--- src/sv/i2cm_pkg.sv ---
`timescale 1ns / 1ps
`default_nettype none
// ----------------------------------------------------------------------------
// i2cm_pkg
// phase codes, register indexes and shared beat types of the i2c master
// ----------------------------------------------------------------------------
package i2cm_pkg;

    localparam logic [4:0] PH_IDLE    = 5'd0;
    localparam logic [4:0] PH_ST_SDA1 = 5'd1;
    localparam logic [4:0] PH_ST_SCL1 = 5'd2;
    localparam logic [4:0] PH_ST_SDA0 = 5'd3;
    localparam logic [4:0] PH_ST_SCL0 = 5'd4;
    localparam logic [4:0] PH_SB_SET  = 5'd5;
    localparam logic [4:0] PH_SB_HIGH = 5'd6;
    localparam logic [4:0] PH_SB_LOW  = 5'd7;
    localparam logic [4:0] PH_AK_REL  = 5'd8;
    localparam logic [4:0] PH_AK_HIGH = 5'd9;
    localparam logic [4:0] PH_AK_POLL = 5'd10;
    localparam logic [4:0] PH_AK_LOW  = 5'd11;
    localparam logic [4:0] PH_RB_HIGH = 5'd12;
    localparam logic [4:0] PH_RB_LOW  = 5'd13;
    localparam logic [4:0] PH_MA_SDA  = 5'd14;
    localparam logic [4:0] PH_MA_HIGH = 5'd15;
    localparam logic [4:0] PH_MA_LOW  = 5'd16;
    localparam logic [4:0] PH_MA_REL  = 5'd17;
    localparam logic [4:0] PH_SP_SDA0 = 5'd18;
    localparam logic [4:0] PH_SP_SCL1 = 5'd19;
    localparam logic [4:0] PH_SP_SDA1 = 5'd20;

    localparam logic [1:0] OP_TICK  = 2'd0;
    localparam logic [1:0] OP_WRITE = 2'd1;
    localparam logic [1:0] OP_READ  = 2'd2;

    localparam logic [7:0] REG_HALF_PERIOD = 8'd0;
    localparam logic [7:0] REG_ACK_TIMEOUT = 8'd1;

    localparam logic [7:0] HALF_PERIOD_RESET = 8'd51;
    localparam logic [7:0] ACK_TIMEOUT_RESET = 8'd250;

    typedef struct packed {
        logic [7:0] half_period_ticks;
        logic [7:0] ack_timeout_polls;
    } cfg_t;

    typedef struct packed {
        logic [1:0] operation;
        logic [7:0] device_address;
        logic [7:0] register_address;
        logic [7:0] write_value;
        logic [7:0] read_length;
        logic       sda_in;
    } cmd_t;

    typedef struct packed {
        logic       scl_out;
        logic       sda_out;
        logic       busy_res;
        logic       data_valid;
        logic [7:0] read_data;
        logic       last_byte;
        logic       done_res;
        logic       success;
    } res_t;

endpackage
`default_nettype wire

--- src/sv/i2c_master_register_access.sv ---
`timescale 1ns / 1ps
`default_nettype none
// ----------------------------------------------------------------------------
// i2c_master_register_access
// i2c master for register writes and burst register reads, one tick per beat
// ----------------------------------------------------------------------------
// usage:
//   s_ channel: one beat per bus timer tick, carrying the command fields and
//     the sampled sda level; a write or read command is taken only when idle
//   m_ channel: one result beat per input beat with the scl/sda levels to
//     drive, busy, received bytes and the done/success flags
//   cfg_ channel: register writes (0 half period ticks, 1 ack timeout polls),
//     always ready; the user must issue them while the block is idle (unchecked)
// timing:
//   one input beat per clock while s_ready is high; the sequencer advances in the
//   cycle of the accept and its result goes to the output register or the skid
// reset:
//   aresetn low puts the sequencer in idle with both lines released and
//   loads the default register values
// stall:
//   a two-entry output stage (output register plus skid) keeps s_ready high
//   while one result waits; s_ready drops only when both entries are full
// ----------------------------------------------------------------------------
module i2c_master_register_access
    import i2cm_pkg::*;
(
    input  wire logic       aclk,
    input  wire logic       aresetn,
    // tick / command channel
    input  wire logic       s_valid,
    output logic            s_ready,
    input  wire logic [1:0] s_operation,
    input  wire logic [7:0] s_device_address,
    input  wire logic [7:0] s_register_address,
    input  wire logic [7:0] s_write_value,
    input  wire logic [7:0] s_read_length,
    input  wire logic       s_sda_in,
    // result channel
    output logic            m_valid,
    input  wire logic       m_ready,
    output logic            m_scl_out,
    output logic            m_sda_out,
    output logic            m_busy_res,
    output logic            m_data_valid,
    output logic [7:0]      m_read_data,
    output logic            m_last_byte,
    output logic            m_done_res,
    output logic            m_success,
    // configuration write channel
    input  wire logic       cfg_valid,
    output logic            cfg_ready,
    input  wire logic [7:0] cfg_index,
    input  wire logic [7:0] cfg_data
);

    cfg_t cfg;
    cmd_t cmd;
    res_t res;

    res_t out_reg;
    res_t skid_reg;
    logic out_valid_reg;
    logic skid_valid_reg;
    logic s_accept;

    assign cfg_ready = 1'b1;

    i2cm_cfg u_cfg (
        .aclk     (aclk),
        .aresetn  (aresetn),
        .wr_en    (cfg_valid),
        .wr_index (cfg_index),
        .wr_data  (cfg_data),
        .cfg      (cfg)
    );

    assign cmd.operation        = s_operation;
    assign cmd.device_address   = s_device_address;
    assign cmd.register_address = s_register_address;
    assign cmd.write_value      = s_write_value;
    assign cmd.read_length      = s_read_length;
    assign cmd.sda_in           = s_sda_in;

    // input beat taken as long as the skid entry is free
    assign s_ready  = !skid_valid_reg;
    assign s_accept = s_valid && s_ready;

    i2cm_seq u_seq (
        .aclk    (aclk),
        .aresetn (aresetn),
        .tick_en (s_accept),
        .cmd     (cmd),
        .cfg     (cfg),
        .res     (res)
    );

    // output register with skid entry behind it
    always_ff @(posedge aclk) begin
        if (!aresetn) begin
            out_valid_reg  <= 1'b0;
            skid_valid_reg <= 1'b0;
        end else if (!out_valid_reg || m_ready) begin
            if (skid_valid_reg) begin
                out_valid_reg  <= 1'b1;
                skid_valid_reg <= 1'b0;
            end else begin
                out_valid_reg <= s_accept;
            end
        end else if (s_accept) begin
            skid_valid_reg <= 1'b1;
        end
    end

    always_ff @(posedge aclk) begin
        if (!out_valid_reg || m_ready) begin
            out_reg <= skid_valid_reg ? skid_reg : res;
        end else if (s_accept) begin
            skid_reg <= res;
        end
    end

    assign m_valid      = out_valid_reg;
    assign m_scl_out    = out_reg.scl_out;
    assign m_sda_out    = out_reg.sda_out;
    assign m_busy_res   = out_reg.busy_res;
    assign m_data_valid = out_reg.data_valid;
    assign m_read_data  = out_reg.read_data;
    assign m_last_byte  = out_reg.last_byte;
    assign m_done_res   = out_reg.done_res;
    assign m_success    = out_reg.success;

endmodule
`default_nettype wire

--- src/sv/i2cm_cfg.sv ---
`timescale 1ns / 1ps
`default_nettype none
// ----------------------------------------------------------------------------
// i2cm_cfg
// configuration registers: bus delay step and acknowledge timeout
// ----------------------------------------------------------------------------
module i2cm_cfg
    import i2cm_pkg::*;
(
    input  wire logic       aclk,
    input  wire logic       aresetn,
    input  wire logic       wr_en,
    input  wire logic [7:0] wr_index,
    input  wire logic [7:0] wr_data,
    output cfg_t            cfg
);

    cfg_t cfg_reg;

    always_ff @(posedge aclk) begin
        if (!aresetn) begin
            cfg_reg.half_period_ticks <= HALF_PERIOD_RESET;
            cfg_reg.ack_timeout_polls <= ACK_TIMEOUT_RESET;
        end else if (wr_en) begin
            // unknown indexes are dropped
            if (wr_index == REG_HALF_PERIOD) begin
                cfg_reg.half_period_ticks <= wr_data;
            end else if (wr_index == REG_ACK_TIMEOUT) begin
                cfg_reg.ack_timeout_polls <= wr_data;
            end
        end
    end

    assign cfg = cfg_reg;

endmodule
`default_nettype wire

--- src/sv/i2cm_seq.sv ---
`timescale 1ns / 1ps
`default_nettype none
// ----------------------------------------------------------------------------
// i2cm_seq
// bus sequencer: advances the start/byte/ack/stop phases by one tick per beat
// ----------------------------------------------------------------------------
module i2cm_seq
    import i2cm_pkg::*;
(
    input  wire logic aclk,
    input  wire logic aresetn,
    input  wire logic tick_en,
    input  wire cmd_t cmd,
    input  wire cfg_t cfg,
    output res_t      res
);

    logic [4:0] phase_reg,   phase_next;
    logic [7:0] tick_reg,    tick_next;
    logic [7:0] poll_reg,    poll_next;
    logic [3:0] bit_reg,     bit_next;
    logic [7:0] shift_reg,   shift_next;
    logic [7:0] left_reg,    left_next;
    logic [7:0] dev_reg,     dev_next;
    logic [7:0] regad_reg,   regad_next;
    logic [7:0] value_reg,   value_next;
    logic       is_read_reg, is_read_next;
    logic       ack_ok_reg,  ack_ok_next;
    logic       scl_reg,     scl_next;
    logic       sda_reg,     sda_next;

    logic [7:0] hold_len;
    logic [7:0] tick_inc;
    logic       first;
    logic       hit;
    logic [7:0] shift_in;

    // zero delay acts as one tick
    assign hold_len = (cfg.half_period_ticks == 8'd0) ? 8'd1 : cfg.half_period_ticks;

    always_comb begin
        phase_next   = phase_reg;
        tick_next    = tick_reg;
        poll_next    = poll_reg;
        bit_next     = bit_reg;
        shift_next   = shift_reg;
        left_next    = left_reg;
        dev_next     = dev_reg;
        regad_next   = regad_reg;
        value_next   = value_reg;
        is_read_next = is_read_reg;
        ack_ok_next  = ack_ok_reg;
        scl_next     = scl_reg;
        sda_next     = sda_reg;
        res          = '0;

        // command launch, only when idle
        if (phase_reg == PH_IDLE && (cmd.operation inside {OP_WRITE, OP_READ})) begin
            dev_next     = cmd.device_address;
            regad_next   = cmd.register_address;
            is_read_next = (cmd.operation == OP_READ);
            value_next   = (cmd.operation == OP_READ) ? cmd.read_length : cmd.write_value;
            ack_ok_next  = 1'b1;
            left_next    = 8'd0;
            bit_next     = 4'd0;
            poll_next    = 8'd0;
            tick_next    = 8'd0;
            phase_next   = PH_ST_SDA1;
        end

        first    = (tick_next == 8'd0);
        tick_inc = tick_next + 8'd1;
        hit      = (tick_inc >= hold_len);
        shift_in = {shift_next[6:0], cmd.sda_in};

        if (phase_next != PH_IDLE) begin
            case (phase_next)
                PH_ST_SDA1: begin
                    if (first) sda_next = 1'b1;
                    tick_next = hit ? 8'd0 : tick_inc;
                    if (hit) phase_next = PH_ST_SCL1;
                end
                PH_ST_SCL1: begin
                    if (first) scl_next = 1'b1;
                    tick_next = hit ? 8'd0 : tick_inc;
                    if (hit) phase_next = PH_ST_SDA0;
                end
                PH_ST_SDA0: begin
                    if (first) sda_next = 1'b0;
                    tick_next = hit ? 8'd0 : tick_inc;
                    if (hit) phase_next = PH_ST_SCL0;
                end
                PH_ST_SCL0: begin
                    if (first) scl_next = 1'b0;
                    tick_next = hit ? 8'd0 : tick_inc;
                    if (hit) begin
                        // repeated start sends device byte plus one
                        shift_next = (left_next == 8'd0) ? dev_next : dev_next + 8'd1;
                        bit_next   = 4'd0;
                        phase_next = PH_SB_SET;
                    end
                end
                PH_SB_SET: begin
                    if (first) sda_next = shift_next[7];
                    tick_next = hit ? 8'd0 : tick_inc;
                    if (hit) phase_next = PH_SB_HIGH;
                end
                PH_SB_HIGH: begin
                    if (first) scl_next = 1'b1;
                    tick_next = hit ? 8'd0 : tick_inc;
                    if (hit) phase_next = PH_SB_LOW;
                end
                PH_SB_LOW: begin
                    // single-tick scl fall after a sent bit
                    scl_next   = 1'b0;
                    tick_next  = 8'd0;
                    bit_next   = bit_next + 4'd1;
                    shift_next = {shift_next[6:0], 1'b0};
                    phase_next = (bit_next < 4'd8) ? PH_SB_SET : PH_AK_REL;
                end
                PH_AK_REL: begin
                    if (first) sda_next = 1'b1;
                    tick_next = hit ? 8'd0 : tick_inc;
                    if (hit) phase_next = PH_AK_HIGH;
                end
                PH_AK_HIGH: begin
                    if (first) begin
                        scl_next  = 1'b1;
                        poll_next = 8'd0;
                    end
                    tick_next = hit ? 8'd0 : tick_inc;
                    if (hit) phase_next = PH_AK_POLL;
                end
                PH_AK_POLL: begin
                    tick_next = 8'd0;
                    if (!cmd.sda_in) begin
                        phase_next = PH_AK_LOW;
                    end else if (poll_next >= cfg.ack_timeout_polls) begin
                        ack_ok_next = 1'b0;
                        phase_next  = PH_AK_LOW;
                    end else begin
                        poll_next = poll_next + 8'd1;
                    end
                end
                PH_AK_LOW: begin
                    if (first) scl_next = 1'b0;
                    tick_next = hit ? 8'd0 : tick_inc;
                    if (hit) begin
                        if (left_next == 8'd0) begin
                            left_next  = 8'd1;
                            shift_next = regad_next;
                            bit_next   = 4'd0;
                            phase_next = PH_SB_SET;
                        end else if (left_next == 8'd1) begin
                            left_next = 8'd2;
                            if (is_read_next) begin
                                phase_next = PH_ST_SDA1;
                            end else begin
                                shift_next = value_next;
                                bit_next   = 4'd0;
                                phase_next = PH_SB_SET;
                            end
                        end else if (is_read_next) begin
                            left_next  = (value_next == 8'd0) ? 8'd1 : value_next;
                            bit_next   = 4'd0;
                            shift_next = 8'd0;
                            phase_next = PH_RB_HIGH;
                        end else begin
                            phase_next = PH_SP_SDA0;
                        end
                    end
                end
                PH_RB_HIGH: begin
                    if (first) scl_next = 1'b1;
                    tick_next = hit ? 8'd0 : tick_inc;
                    if (hit) begin
                        shift_next = shift_in;
                        bit_next   = bit_next + 4'd1;
                        if (bit_next >= 4'd8) begin
                            res.data_valid = 1'b1;
                            res.read_data  = shift_in;
                            res.last_byte  = (left_next <= 8'd1);
                        end
                        phase_next = PH_RB_LOW;
                    end
                end
                PH_RB_LOW: begin
                    if (first) scl_next = 1'b0;
                    tick_next = hit ? 8'd0 : tick_inc;
                    if (hit) phase_next = (bit_next >= 4'd8) ? PH_MA_SDA : PH_RB_HIGH;
                end
                PH_MA_SDA: begin
                    // ack all but the last byte
                    if (first) sda_next = (left_next > 8'd1) ? 1'b0 : 1'b1;
                    tick_next = hit ? 8'd0 : tick_inc;
                    if (hit) phase_next = PH_MA_HIGH;
                end
                PH_MA_HIGH: begin
                    if (first) scl_next = 1'b1;
                    tick_next = hit ? 8'd0 : tick_inc;
                    if (hit) phase_next = PH_MA_LOW;
                end
                PH_MA_LOW: begin
                    if (first) scl_next = 1'b0;
                    tick_next = hit ? 8'd0 : tick_inc;
                    if (hit) phase_next = (left_next > 8'd1) ? PH_MA_REL : PH_SP_SDA0;
                end
                PH_MA_REL: begin
                    if (first) sda_next = 1'b1;
                    tick_next = hit ? 8'd0 : tick_inc;
                    if (hit) begin
                        left_next  = left_next - 8'd1;
                        bit_next   = 4'd0;
                        shift_next = 8'd0;
                        phase_next = PH_RB_HIGH;
                    end
                end
                PH_SP_SDA0: begin
                    if (first) sda_next = 1'b0;
                    tick_next = hit ? 8'd0 : tick_inc;
                    if (hit) phase_next = PH_SP_SCL1;
                end
                PH_SP_SCL1: begin
                    if (first) scl_next = 1'b1;
                    tick_next = hit ? 8'd0 : tick_inc;
                    if (hit) phase_next = PH_SP_SDA1;
                end
                PH_SP_SDA1: begin
                    if (first) sda_next = 1'b1;
                    tick_next = hit ? 8'd0 : tick_inc;
                    if (hit) begin
                        res.done_res = 1'b1;
                        res.success  = ack_ok_next;
                        phase_next   = PH_IDLE;
                    end
                end
                default: begin
                    phase_next = PH_IDLE;
                    tick_next  = 8'd0;
                end
            endcase
        end

        res.scl_out  = scl_next;
        res.sda_out  = sda_next;
        res.busy_res = (phase_next != PH_IDLE);
    end

    always_ff @(posedge aclk) begin
        if (!aresetn) begin
            phase_reg   <= PH_IDLE;
            tick_reg    <= 8'd0;
            poll_reg    <= 8'd0;
            bit_reg     <= 4'd0;
            shift_reg   <= 8'd0;
            left_reg    <= 8'd0;
            dev_reg     <= 8'd0;
            regad_reg   <= 8'd0;
            value_reg   <= 8'd0;
            is_read_reg <= 1'b0;
            ack_ok_reg  <= 1'b1;
            scl_reg     <= 1'b1;
            sda_reg     <= 1'b1;
        end else if (tick_en) begin
            phase_reg   <= phase_next;
            tick_reg    <= tick_next;
            poll_reg    <= poll_next;
            bit_reg     <= bit_next;
            shift_reg   <= shift_next;
            left_reg    <= left_next;
            dev_reg     <= dev_next;
            regad_reg   <= regad_next;
            value_reg   <= value_next;
            is_read_reg <= is_read_next;
            ack_ok_reg  <= ack_ok_next;
            scl_reg     <= scl_next;
            sda_reg     <= sda_next;
        end
    end

endmodule
`default_nettype wire
--- config.mk ---
export PLATFORM = sky130hd
export DESIGN_NAME = i2c_master_register_access
export DESIGN_NICKNAME = d
export VERILOG_FILES = /design/src/sv/i2cm_pkg.sv /design/src/sv/i2c_master_register_access.sv /design/src/sv/i2cm_cfg.sv /design/src/sv/i2cm_seq.sv
export SDC_FILE = /design/constraint.sdc
export NUM_CORES = 1
export LEC_CHECK = 0
export BUFFER_PORTS_ARGS = -buffer_cell sky130_fd_sc_hd__buf_2
export CELL_PAD_IN_SITES_DETAIL_PLACEMENT = 1
export CELL_PAD_IN_SITES_GLOBAL_PLACEMENT = 1
export CORE_MARGIN = 1.5
export CORE_UTILIZATION = 45
export DETAILED_ROUTE_END_ITERATION = 16
export PLACE_DENSITY_LB_ADDON = 0.1
export SLEW_MARGIN = 40
export SYNTH_ARGS = -nofsm -noshare
export SYNTH_HDL_FRONTEND = slang
export SYNTH_SLANG_ARGS = --single-unit
--- constraint.sdc ---
create_clock -name aclk -period 15.4 [get_ports aclk]
set_clock_uncertainty 0.1 [all_clocks]
set_input_delay 3.08 -clock aclk [delete_from_list [all_inputs] [get_ports aclk]]
set_output_delay 3.08 -clock aclk [all_outputs]
set_load 0.005 [all_outputs]
======== Yosys cells after proc, flatten, opt, wreduce, memory -nomap -nowiden ========
Cells that the tools add are included.
storage, ports and cells
  flip-flop bits (word level) ............. 117
  output and inout bits ................... 18
  logic and storage cells ................. 203
cells by class
  add/sub/neg operators ................... 5
  $lt $le $gt $ge ......................... 7
  equal/unequal tests ..................... 30
  muxes and demuxes ....................... 99
  bitwise logic cells ..................... 3
  reduce and logical (&&, ||, !) cells .... 26
operators with widths
  kind                 number
  $mux 8               31
  $mux 5               25
  $pmux 5 s20          1
  $eq 5x4->1 const B   8
  $logic_not 8->1      5
  $mux 4               10
  $pmux 8 s5           1
  $pmux 8 s2           2
  $mux 10              3
  $eq 5x5->1 const B   5
  $add 8x1->8 const B  3
  $eq 5x3->1 const B   4
  $reduce_or 18->1     1
  $eq 8x1->1 const B   2
  $ge 8x8->1           2
  $mux 1               16
  $pmux 4 s4           1
  $mux 15              1
  $reduce_bool 5->1    3
  $mux 12              1
  $eq 5x2->1 const B   2
  $reduce_and 9->1     1
  $ge 4x4->1 const B   2
  $gt 8x1->1 const B   1
  other kinds (25)     39

======== Depth between registers and ports, before layout ========
Gate-level depths: netlist of the first run.
  word-level depth ........................ 12
  gate-level depth with buffers ........... 23
  mapped depth without buffers ............ 19

======== Modules after synthesis ========
A second synthesis of the first run with hierarchy kept.
second synthesis, totals
  cells, all modules ...................... 915
  area total of the unflattened synthesis .. 7654.8 um^2
by module, submodules not included
  module                      times used  cells an instance  area an instance (um^2)  seq. area each (um^2)
  i2cm_seq                    1           786                5738.0                   1381.3
  i2c_master_register_access  1           58                 1224.9                   940.9
  i2cm_cfg                    1           71                 691.9                    320.3

======== Worst setup path before layout of the first run ========
OpenSTA, ideal clock, no wires.
  path kind ............................... input port to flip-flop
  start ................................... input port s_operation[0]
  end ..................................... register out_reg (netlist bit m_busy_res) (data pin)
  data arrival time ....................... 6.906 ns
  data required time ...................... 15.012 ns
  slack ................................... 8.105 ns
  stages on the path ...................... 21
  path buffers ............................ 3
  cell sequence ........................... inv_1 ha_1 nor4_2 nand2_1 clkbuf_1 clkbuf_1 and2_1 ha_1 nand3_1 xor2_1 nor2_1 ha_1 or4_1 a21oi_1 o31ai_2 inv_1 buf_2 mux2i_1 o2111ai_1 nor3_1 a41oi_1
between the ends
  word-level cells in the longest chain between the ends .. 12
  elaborated cells between the ends (all ways) .. 71
  classes of those cells .................. add/sub (2); order compare (5); eq/ne (23); mux (36); reduce/logical (5)
RTL lines
  what                                                 RTL line                           text
  start, declared                                      i2c_master_register_access.sv:32   input wire logic [1:0] s_operation,
  branches (longest 9 deep; another with $add 8x1->8)  --
  $mux 5 *                                             i2cm_seq.sv:76                     if (phase_next != PH_IDLE) begin
  $reduce_bool 5->1 *                                  i2cm_seq.sv:246                    res.busy_res = (phase_next != PH_IDLE);
  $mux 15 *                                            i2c_master_register_access.sv:116  out_reg <= skid_valid_reg ? skid_reg : res;
  end signal, assigned                                 i2c_master_register_access.sv:116
  end, declared                                        i2c_master_register_access.sv:60   res_t out_reg;
Mark *: on every way between the ends.
A chain may end at the register's enable or synchronous reset.

======== Worst setup path in the final report of the first run ========
Ends and elaborated chain as after synthesis.

==> out/results.ini, run 1 <==
[synth]
ys_types=77
synth_xor_xnor_area_share=0.01886
synth_top_area_frac=0.2343
yosys.area_share.simple=0.2261
yosysWarnings=0
syn_area_sq_mm=0.007432
synth_mux_area_frac=0.07424
synth_edf_count=30
yosys-top-cells-area=dfxtp_1 23%, edfxtp_1 12%, nand2_1 6.0%, a21oi_1 5.3%, mux2i_1 4.8%
yosysTopAreaCell=dfxtp_1
synth_compound_area_frac=0.2256
yosys.area_share.adder=0.04545
ys_async_sr_fraction=0
ys_seq_area_frac=0.3556
post_synth.cell_area_avg_sq_um=8.140
synth_cells=913
syn_nets=996
synth_top_family_by_area=simple AND/OR/NAND/NOR gates
synthFlopType=dfxtp_1
synth_seq_cells=117

[die]
die_h_microns=131.5
io_pins=74
die_x_microns=131.5
fp-row-count=46
die_area_sq_mm=0.01730
start_util=0.4645
core_sq_mm=0.01600

[pwr]
ir_drop_v=0.00007321
clkPwrFrac=0.459
power_density_mw_per_mm2=101.7
p_leak_uw=0.003462
switchingPower_uw=279.1
p_seq_frac=0.384
swShare=0.3230
p_int_uw=585.0
p_total_uw=864.1
p_comb_frac=0.157

[layout]
multi_input_area_sq_mm=0.004405
nets=1043
largest_reg_flops=16
drive_gt1_frac=0.1624
n_fill_cell=1987
layout_commonest_cell=nand2_1
antenna_cells=0
area_growth_pct=14.34
seq_area_sq_mm=0.002643
layout_common_cells=119 x nand2_1, 87 x dfxtp_1, 78 x a21oi_1, 73 x nor2_1, 72 x buf_2

[global_routing]
use_met1=0.4149
grt-busiest-layer=met2
grt.total_usage=0.3071
grt_max_degree=39
grt_pass1_wl_microns=42000
grt_pass1_vias=7574
grt.overflow.total=0
met3_usage=0.05170
gr-usage-met2=0.4968
antenna_found_initial=0

[timing]
fin_crit_sh=0.5212
drv_slew=0
fin_crit_ns=8.026
relSlewSlack=0.4487
finalHoldViolCount=0
rsz0062_at_grt=no
fin_ws_ns=7.374
setup_viol=0
tns_ns=0
worst_pin_slew_ns=0.8269
hold_slack_ns=0.3601
timing.fmax_mhz=124.6

[drt]
num_vias=7303
dr.pass1.iters=5
drtIter0Drc=546
wirelength_microns=26250
wire_per_inst_microns=22.08
drc_errors=0
vias_per_cell=6.142
drtAntennaViolNets=0

[min_path]
hp-start=u_seq.regad_reg[2]
whs_endpoint=u_seq.regad_reg[2]
worstHoldPathCells=2
hold_path_class=flop to flop

[clock_tree]
htreeDepth=4
root_buffer=clkbuf_16
clk_path_buf_depth=2
cts_tree=built
cts_buffers=17
post_cts_buffers=0
insertion_delay_ns=0.43
cts_hold_buf=0
clk_pin_slew_worst_paths_ns=0.06
cts_sinks=117
cts_resized=0

[status]
status=finished clean

[setup_path]
critPathMaxFanout=22
arrival_ns=8.08
rrSetupSlack_ns=9.75
end_kind=flop
cp-start-kind=input port
timing.rr.start=u_seq.phase_reg[0]
cp.required_ns=15.45
r2r_end=m_busy_res
crit_type=input port to flop
reg2reg_depth=18

[placed_design]
hpwl_microns=18370
io_buffers=72
gp_congestion=0.9102
dp_slack_ns=7.067

[job]
drv_cap=0

-- critical path: stages --
cell	delay, ns
buf_2	0.07
inv_1	0.03
ha_1	0.35
nor4_2	0.15
buf_4	0.18
nand2_1	0.42
and2_1	0.40
ha_1	0.24
nand3_1	0.15
xor2_1	0.18
nor2_1	0.09
ha_1	0.21
or4_1	0.53
a21oi_1	0.24
o31ai_2	0.09
buf_4	0.21
inv_1	0.55
mux2i_1	0.27
o2111ai_1	0.17
nor3_1	0.30
a41oi_1	0.15
-- power groups by stage --
stage	logic (uW)	clock network, uW	registers (uW)
floorplan	85.5	0	337
global placement	128	0	338
detailed placement	132	0	338
CTS	133	402	332
global route	146	415	333
finish	135	397	332
-- logic make-up after synthesis --
kind of cell | Yosys count
xor+xnor | 16
fa+ha+maj | 27
simple gates | 352
flops | 117
buf+inv | 95
mux | 53
compound gates | 252
other cells | 1
-- cell usage after synthesis, drive strengths merged, types with 8 or more instances --
library cell and instances:
a21oi 78, o21ai 43, a31oi 13, a22oi 16, dfxtp 87, and3 14
xor2 9, and2 22, inv 38, mux2 17, edfxtp 30, a211oi 14
o211ai 17, ha 27, clkbuf 34, a21o 9, nand3 39, buf 23
nand2 119, nand4 8, nor2b 15, nor2 76, nor3 25, mux2i 36
-- final cells by class --
type,instances,area share
Inverter,38,0.01678
Timing Repair Buffer,85,0.05389
Tap cell,216,0.03180
Clock inverter,15,0.01811
Multi-Input combinational cell,701,0.5184
Clock buffer,17,0.05006
Sequential cell,117,0.3110
-- per-stage QoR --
| stage | utilization | instances | cell area, sq um |
|---|---|---|---|
| 2_1_floorplan | - | 913 | 7432 |
| 3_3_place_gp | 0.4941 | 1157 | 7906 |
| 3_5_place_dp | 0.4946 | 1157 | 7914 |
| 4_1_cts | 0.5308 | 1189 | 8493 |
| 5_1_grt | 0.5311 | 1189 | 8498 |
| 6_report | 0.5311 | 1189 | 8498 |
-- per-layer routing --
| layer | share of wire | wire length (microns) | up-vias |
|---|---|---|---|
| met1 | 0.45 | 11890 | 3593 |
| li1 | - | - | 3416 |
| met4 | 0.026 | 679 | 0 |
| met5 | 0 | 0 | - |
| met2 | 0.47 | 12420 | 240 |
| met3 | 0.048 | 1257 | 54 |
-- worst max path at each step --
stage	slack, ns	endpoint	from
floorplan	8.11	m_busy_res	s_operation[0]
global placement	7.26	m_busy_res	s_operation[0]
detailed placement	7.07	m_busy_res	s_operation[0]
CTS	7.40	m_busy_res	s_operation[0]
global route	7.04	m_busy_res	s_operation[0]
finish	7.37	m_busy_res	s_operation[0]
Note: power is estimated with default switching activity, not from simulation.
==> inputs of run 2 (changes only) <==
==> constraint.sdc (replaced) <==
create_clock -name aclk -period 7.9 [get_ports aclk]
set_clock_uncertainty 0.1 [all_clocks]
set_input_delay 1.58 -clock aclk [delete_from_list [all_inputs] [get_ports aclk]]
set_output_delay 1.58 -clock aclk [all_outputs]
set_load 0.005 [all_outputs]
==> run 2 against run 1 <==
Net effect: first-iteration DRC count up 1.1%; combinational power up 96%; sequential power is 95% higher; worst hold slack got worse by 0.0043 ns; register-to-register slack got worse by 7.4 ns; global-route usage fell by 0.49 points; design area fell by 0.28%; count of clock-buffer cells in the layout is the same; wire length fell by 2.8%; critical path depth shrank 1; die area unchanged; worst setup slack lost 6.0 ns; critical path type unchanged; critical endpoint unchanged; largest cell class unchanged.
==> out/results.ini, run 2 (synthesized netlist as in run 1, its figures left out) <==
[clock_tree]
htreeDepth=4
post_cts_buffers=0
insertion_delay_ns=0.43
clk_path_buf_depth=2
root_buffer=clkbuf_16
cts_hold_buf=0
cts_sinks=117
clk_pin_slew_worst_paths_ns=0.06
cts_resized=0
cts_buffers=17
cts_tree=built

[die]
die_area_sq_mm=0.01730
die_h_microns=131.5
die_x_microns=131.5
start_util=0.4645
io_pins=74
fp-row-count=46
core_sq_mm=0.01600

[global_routing]
grt_pass1_wl_microns=41600
grt_max_degree=60
antenna_found_initial=0
grt_pass1_vias=7614
grt.overflow.total=0
grt.total_usage=0.3022

[timing]
relSlewSlack=0.4659
setup_viol=0
worst_pin_slew_ns=0.7982
finalHoldViolCount=0
tns_ns=0
fin_crit_sh=0.8242
rsz0062_at_grt=no
fin_crit_ns=6.511
drv_slew=0
timing.fmax_mhz=153.6

[drt]
drc_errors=0
num_vias=7281
vias_per_cell=6.124
drtIter0Drc=552
wirelength_microns=25530
wire_per_inst_microns=21.47
drtAntennaViolNets=0
dr.pass1.iters=5

[min_path]
hold_path_class=flop to flop

[setup_path]
arrival_ns=6.55
critPathMaxFanout=20
rrSetupSlack_ns=2.35
cp-start-kind=input port
crit_type=input port to flop
end_kind=flop
cp.required_ns=7.94

[job]
drv_cap=0

[pwr]
power_density_mw_per_mm2=194.9
p_total_uw=1652
p_leak_uw=0.003443
ir_drop_v=0.0001734

[placed_design]
gp_congestion=0.8972
io_buffers=72
hpwl_microns=17900
place_area_sq_mm=0.007914

[layout]
layout_commonest_cell=nand2_1
antenna_cells=0
drive_gt1_frac=0.1614
n_fill_cell=1963
final_area_sq_mm=0.008474
layout_common_cells=119 x nand2_1, 87 x dfxtp_1, 78 x a21oi_1, 73 x nor2_1, 72 x buf_2
largest_reg_flops=16
area_growth_pct=14.02
nets=1043

[status]
status=finished clean

[run 2: layout make-up]
cell class	count	area, sq um	area share
Tap cell	216	270.3	0.03189
Clock inverter	15	130.1	0.01536
Timing Repair Buffer	85	457.9	0.05404
Multi-Input combinational cell	701	4405	0.5199
Clock buffer	17	425.4	0.05020
Sequential cell	117	2643	0.3118
Inverter	38	142.6	0.01683
[run 2: metal layers]
metal / track usage / part of all wire
met5: 0 / 0
met4: 0.08457 / 0.016
met1: 0.4134 / 0.47
met3: 0.04823 / 0.044
met2: 0.4933 / 0.47
[run 2: power breakdown]
part	internal, uW	total (uW)	switching [uW]
clock network	433	741	308
registers	635	647	12.1
logic	85.7	264	178
total	1150	1650	498
[run 2: final timing paths]
| path | start | endpoint | depth (start not counted) |
|---|---|---|---|
| setup / recovery | s_operation[0] | m_busy_res | 20 |
| hold / removal | u_seq.regad_reg[1] | u_seq.regad_reg[1] | 2 |
| setup reg to reg | u_seq.phase_reg[1] | m_busy_res | 18 |
| hold reg to reg | u_seq.regad_reg[1] | u_seq.regad_reg[1] | 2 |
[run 2: per-stage QoR]
| step | utilization | instances | hold WS [ns] | setup slack (ns) |
|---|---|---|---|---|
| CTS | 0.5293 | 1189 | 0.3576 | 1.451 |
| detailed placement | 0.4946 | 1157 | 0.3492 | 1.033 |
| floorplan | - | 913 | 0.3327 | 2.105 |
| global placement | 0.4941 | 1157 | 0.3433 | 1.356 |
| global route | 0.5296 | 1189 | 0.3834 | 0.9297 |
| finish | 0.5296 | 1189 | 0.3558 | 1.389 |
[run 2: critical path, stage by stage]
cell and delay, ns:
buf_2 0.08, inv_1 0.04, ha_1 0.37, nor4_2 0.50, nand2_1 0.30, and2_1 0.29, ha_1 0.24, nand3_1 0.14
xor2_1 0.17, nor2_1 0.08, ha_1 0.19, or4_1 0.49, a21oi_1 0.22, o31ai_2 0.10, buf_4 0.21, inv_1 0.53
mux2i_1 0.29, o2111ai_1 0.19, nor3_1 0.36, a41oi_1 0.17
==> inputs of run 3 (changes only) <==
--- a/config.mk
+++ b/config.mk
@@ -5,11 +5,12 @@
 export SDC_FILE = /design/constraint.sdc
 export NUM_CORES = 1
 export LEC_CHECK = 0
+export ABC_AREA = 1
 export BUFFER_PORTS_ARGS = -buffer_cell sky130_fd_sc_hd__buf_2
 export CELL_PAD_IN_SITES_DETAIL_PLACEMENT = 1
 export CELL_PAD_IN_SITES_GLOBAL_PLACEMENT = 1
 export CORE_MARGIN = 1.5
-export CORE_UTILIZATION = 45
+export CORE_UTILIZATION = 43
 export DETAILED_ROUTE_END_ITERATION = 16
 export PLACE_DENSITY_LB_ADDON = 0.1
 export SLEW_MARGIN = 40
==> constraint.sdc (replaced) <==
create_clock -name aclk -period 6.34 [get_ports aclk]
set_clock_uncertainty 0.1 [all_clocks]
set_input_delay 1.268 -clock aclk [delete_from_list [all_inputs] [get_ports aclk]]
set_output_delay 1.268 -clock aclk [all_outputs]
set_load 0.005 [all_outputs]
==> run 3 against run 2 <==
Net effect: synthesized cell count up 31%; non-clock buffer count down 5; synthesized area up 6.3%; wire length down 0.60%; first-iteration DRC count down 29%; die area up 11%; utilization down 2.9 points.
==> out/results.ini, run 3 <==
[die]
start_util=0.4399
core_sq_mm=0.01796
die_x_microns=138.6
fp-row-count=49
io_pins=74
die_area_sq_mm=0.01920
die_h_microns=138.6

[drt]
drtAntennaViolNets=0
drc_errors=0
dr.pass1.iters=5
drtIter0Drc=393
vias_per_cell=5.394
wire_per_inst_microns=17.06
wirelength_microns=25370
num_vias=8021

[timing]
fin_crit_sh=0.7799
relSlewSlack=0.4123
fin_crit_ns=4.944
timing.fmax_mhz=202.3
tns_ns=0
worst_pin_slew_ns=0.8784
finalHoldViolCount=0
drv_slew=0
rsz0062_at_grt=no
setup_viol=0

[synth]
synth_compound_area_frac=0.1813
post_synth_most_frequent_cells=299 x nand2_1, 163 x inv_1, 129 x nor2_1
synth_top_family_by_area=simple AND/OR/NAND/NOR gates
yosysTopAreaCell=dfxtp_1
yosys.area_share.simple=0.3187
synth_mux_area_frac=0
synth_edf_count=30
synth.most_common_cell=nand2_1
ys_types=52
synthFlopType=dfxtp_1
ys_seq_area_frac=0.3344
synth_cells=1194
synth_seq_cells=117
syn_area_sq_mm=0.007903
yosys-top-cells-area=dfxtp_1 22%, nand2_1 14%, edfxtp_1 11%, inv_1 7.7%, nor2_1 6.1%
post_synth.cell_area_avg_sq_um=6.619
yosys.area_share.adder=0.04275
syn_nets=1277
synth_xor_xnor_area_share=0.007758
yosysWarnings=0
ys_async_sr_fraction=0
synth_top_area_frac=0.2204

[global_routing]
grt_max_degree=63
grt_pass1_wl_microns=41920
grt.overflow.total=0
antenna_found_initial=0
grt.total_usage=0.2705
grt_pass1_vias=8182

[layout]
largest_reg_flops=16
layout_common_cells=299 x nand2_1, 163 x inv_1, 128 x nor2_1, 87 x o21ai_0, 87 x dfxtp_1
postLayoutCoreUtil=0.5003
antenna_cells=0
layout_commonest_cell=nand2_1
n_fill_cell=2403
area_growth_pct=13.73
drive_gt1_frac=0.1367
nets=1328

[status]
status=finished clean

[clock_tree]
root_buffer=clkbuf_16
post_cts_buffers=0
insertion_delay_ns=0.43
clk_path_buf_depth=2
cts_sinks=117
cts_hold_buf=0
cts_resized=0
cts_tree=built
cts_buffers=17
htreeDepth=4
clk_pin_slew_worst_paths_ns=0.06

[setup_path]
end_kind=flop
crit_type=input port to flop
cp-start-kind=input port
cp.required_ns=6.60
critPathMaxFanout=17
arrival_ns=5.20

[min_path]
hold_path_class=flop to flop

[placed_design]
hpwl_microns=18220
io_buffers=72
gp_congestion=0.9134

[job]
drv_cap=0

[pwr]
p_leak_uw=0.004495
power_density_mw_per_mm2=268.1
ir_drop_v=0.0001993

[run 3: kinds of logic after synthesis]
family | count (synthesis)
compound gates | 250
xor+xnor | 7
fa+ha+maj | 27
buf+inv | 224
flops | 117
other cells | 1
simple gates | 568
[run 3: area by class of cell]
cell class                 instances  area (sq um)  share of cell area
clock buffer                      17         425.4             0.04733
clock inverter                    15         180.2             0.02005
inverter                         176         663.1             0.07379
multi-input combinational        853          4362              0.4853
sequential                       117          2643              0.2940
tap                              229         286.5             0.03188
timing repair buffer              80         427.9             0.04761
[run 3: final timing paths]
path,start,endpoint,slack [ns],depth (start not counted)
setup / recovery,s_operation[0],u_seq.shift_reg[4],1.40,26
hold / removal,u_cfg.cfg[0],u_cfg.cfg[0],0.36,2
setup reg to reg,u_seq.phase_reg[4],u_seq.shift_reg[0],2.05,21
hold reg to reg,u_cfg.cfg[0],u_cfg.cfg[0],0.36,2
[run 3: report_power, final]
part           leakage (uW)  total [uW]  switching [uW]  internal, uW
logic               0.00317         545             382           163
clock network      0.000296        1020             423           597
registers           0.00102         844            32.8           811
total               0.00450        2410             837          1570
[run 3: critical path, stage by stage]
cell and delay [ns]:
buf_2 0.07, inv_1 0.03, ha_1 0.37, nor2_1 0.25
nand3_4 0.18, nand2_1 0.18, inv_1 0.10, ha_1 0.23
nand3_1 0.12, nor2_1 0.05, nand2_1 0.07, xor2_1 0.20
ha_1 0.27, nand2_1 0.10, a21oi_1 0.05, nor2_1 0.22
nand3_1 0.17, inv_2 0.29, nand2_1 0.25, nand2_1 0.11
inv_1 0.09, nand4_4 0.18, inv_4 0.08, nand3_1 0.07
nand2_1 0.05, a21oi_1 0.12
[run 3: metrics by stage]
step / std cells / setup WS (ns) / area (sq um) / hold WS, ns / power (uW)
after floorplan: 1194 / 1.580 / 7903 / 0.3207 / 1231
after global placement: 1454 / 1.243 / 8364 / 0.3466 / 1381
after detailed placement: 1454 / 1.066 / 8364 / 0.3455 / 1392
after CTS: 1486 / 1.442 / 8970 / 0.3567 / 2416
after global routing: 1487 / 0.9597 / 8987 / 0.3700 / 2524
final: 1487 / 1.396 / 8987 / 0.3552 / 2409
[run 3: per-layer routing]
layer	vias to the layer above	routed length (microns)	track usage
li1	4006	-	-
met1	3774	12170	0.3712
met2	211	11480	0.4417
met3	30	1223	0.04075
met4	0	507	0.07978
met5	-	0	0
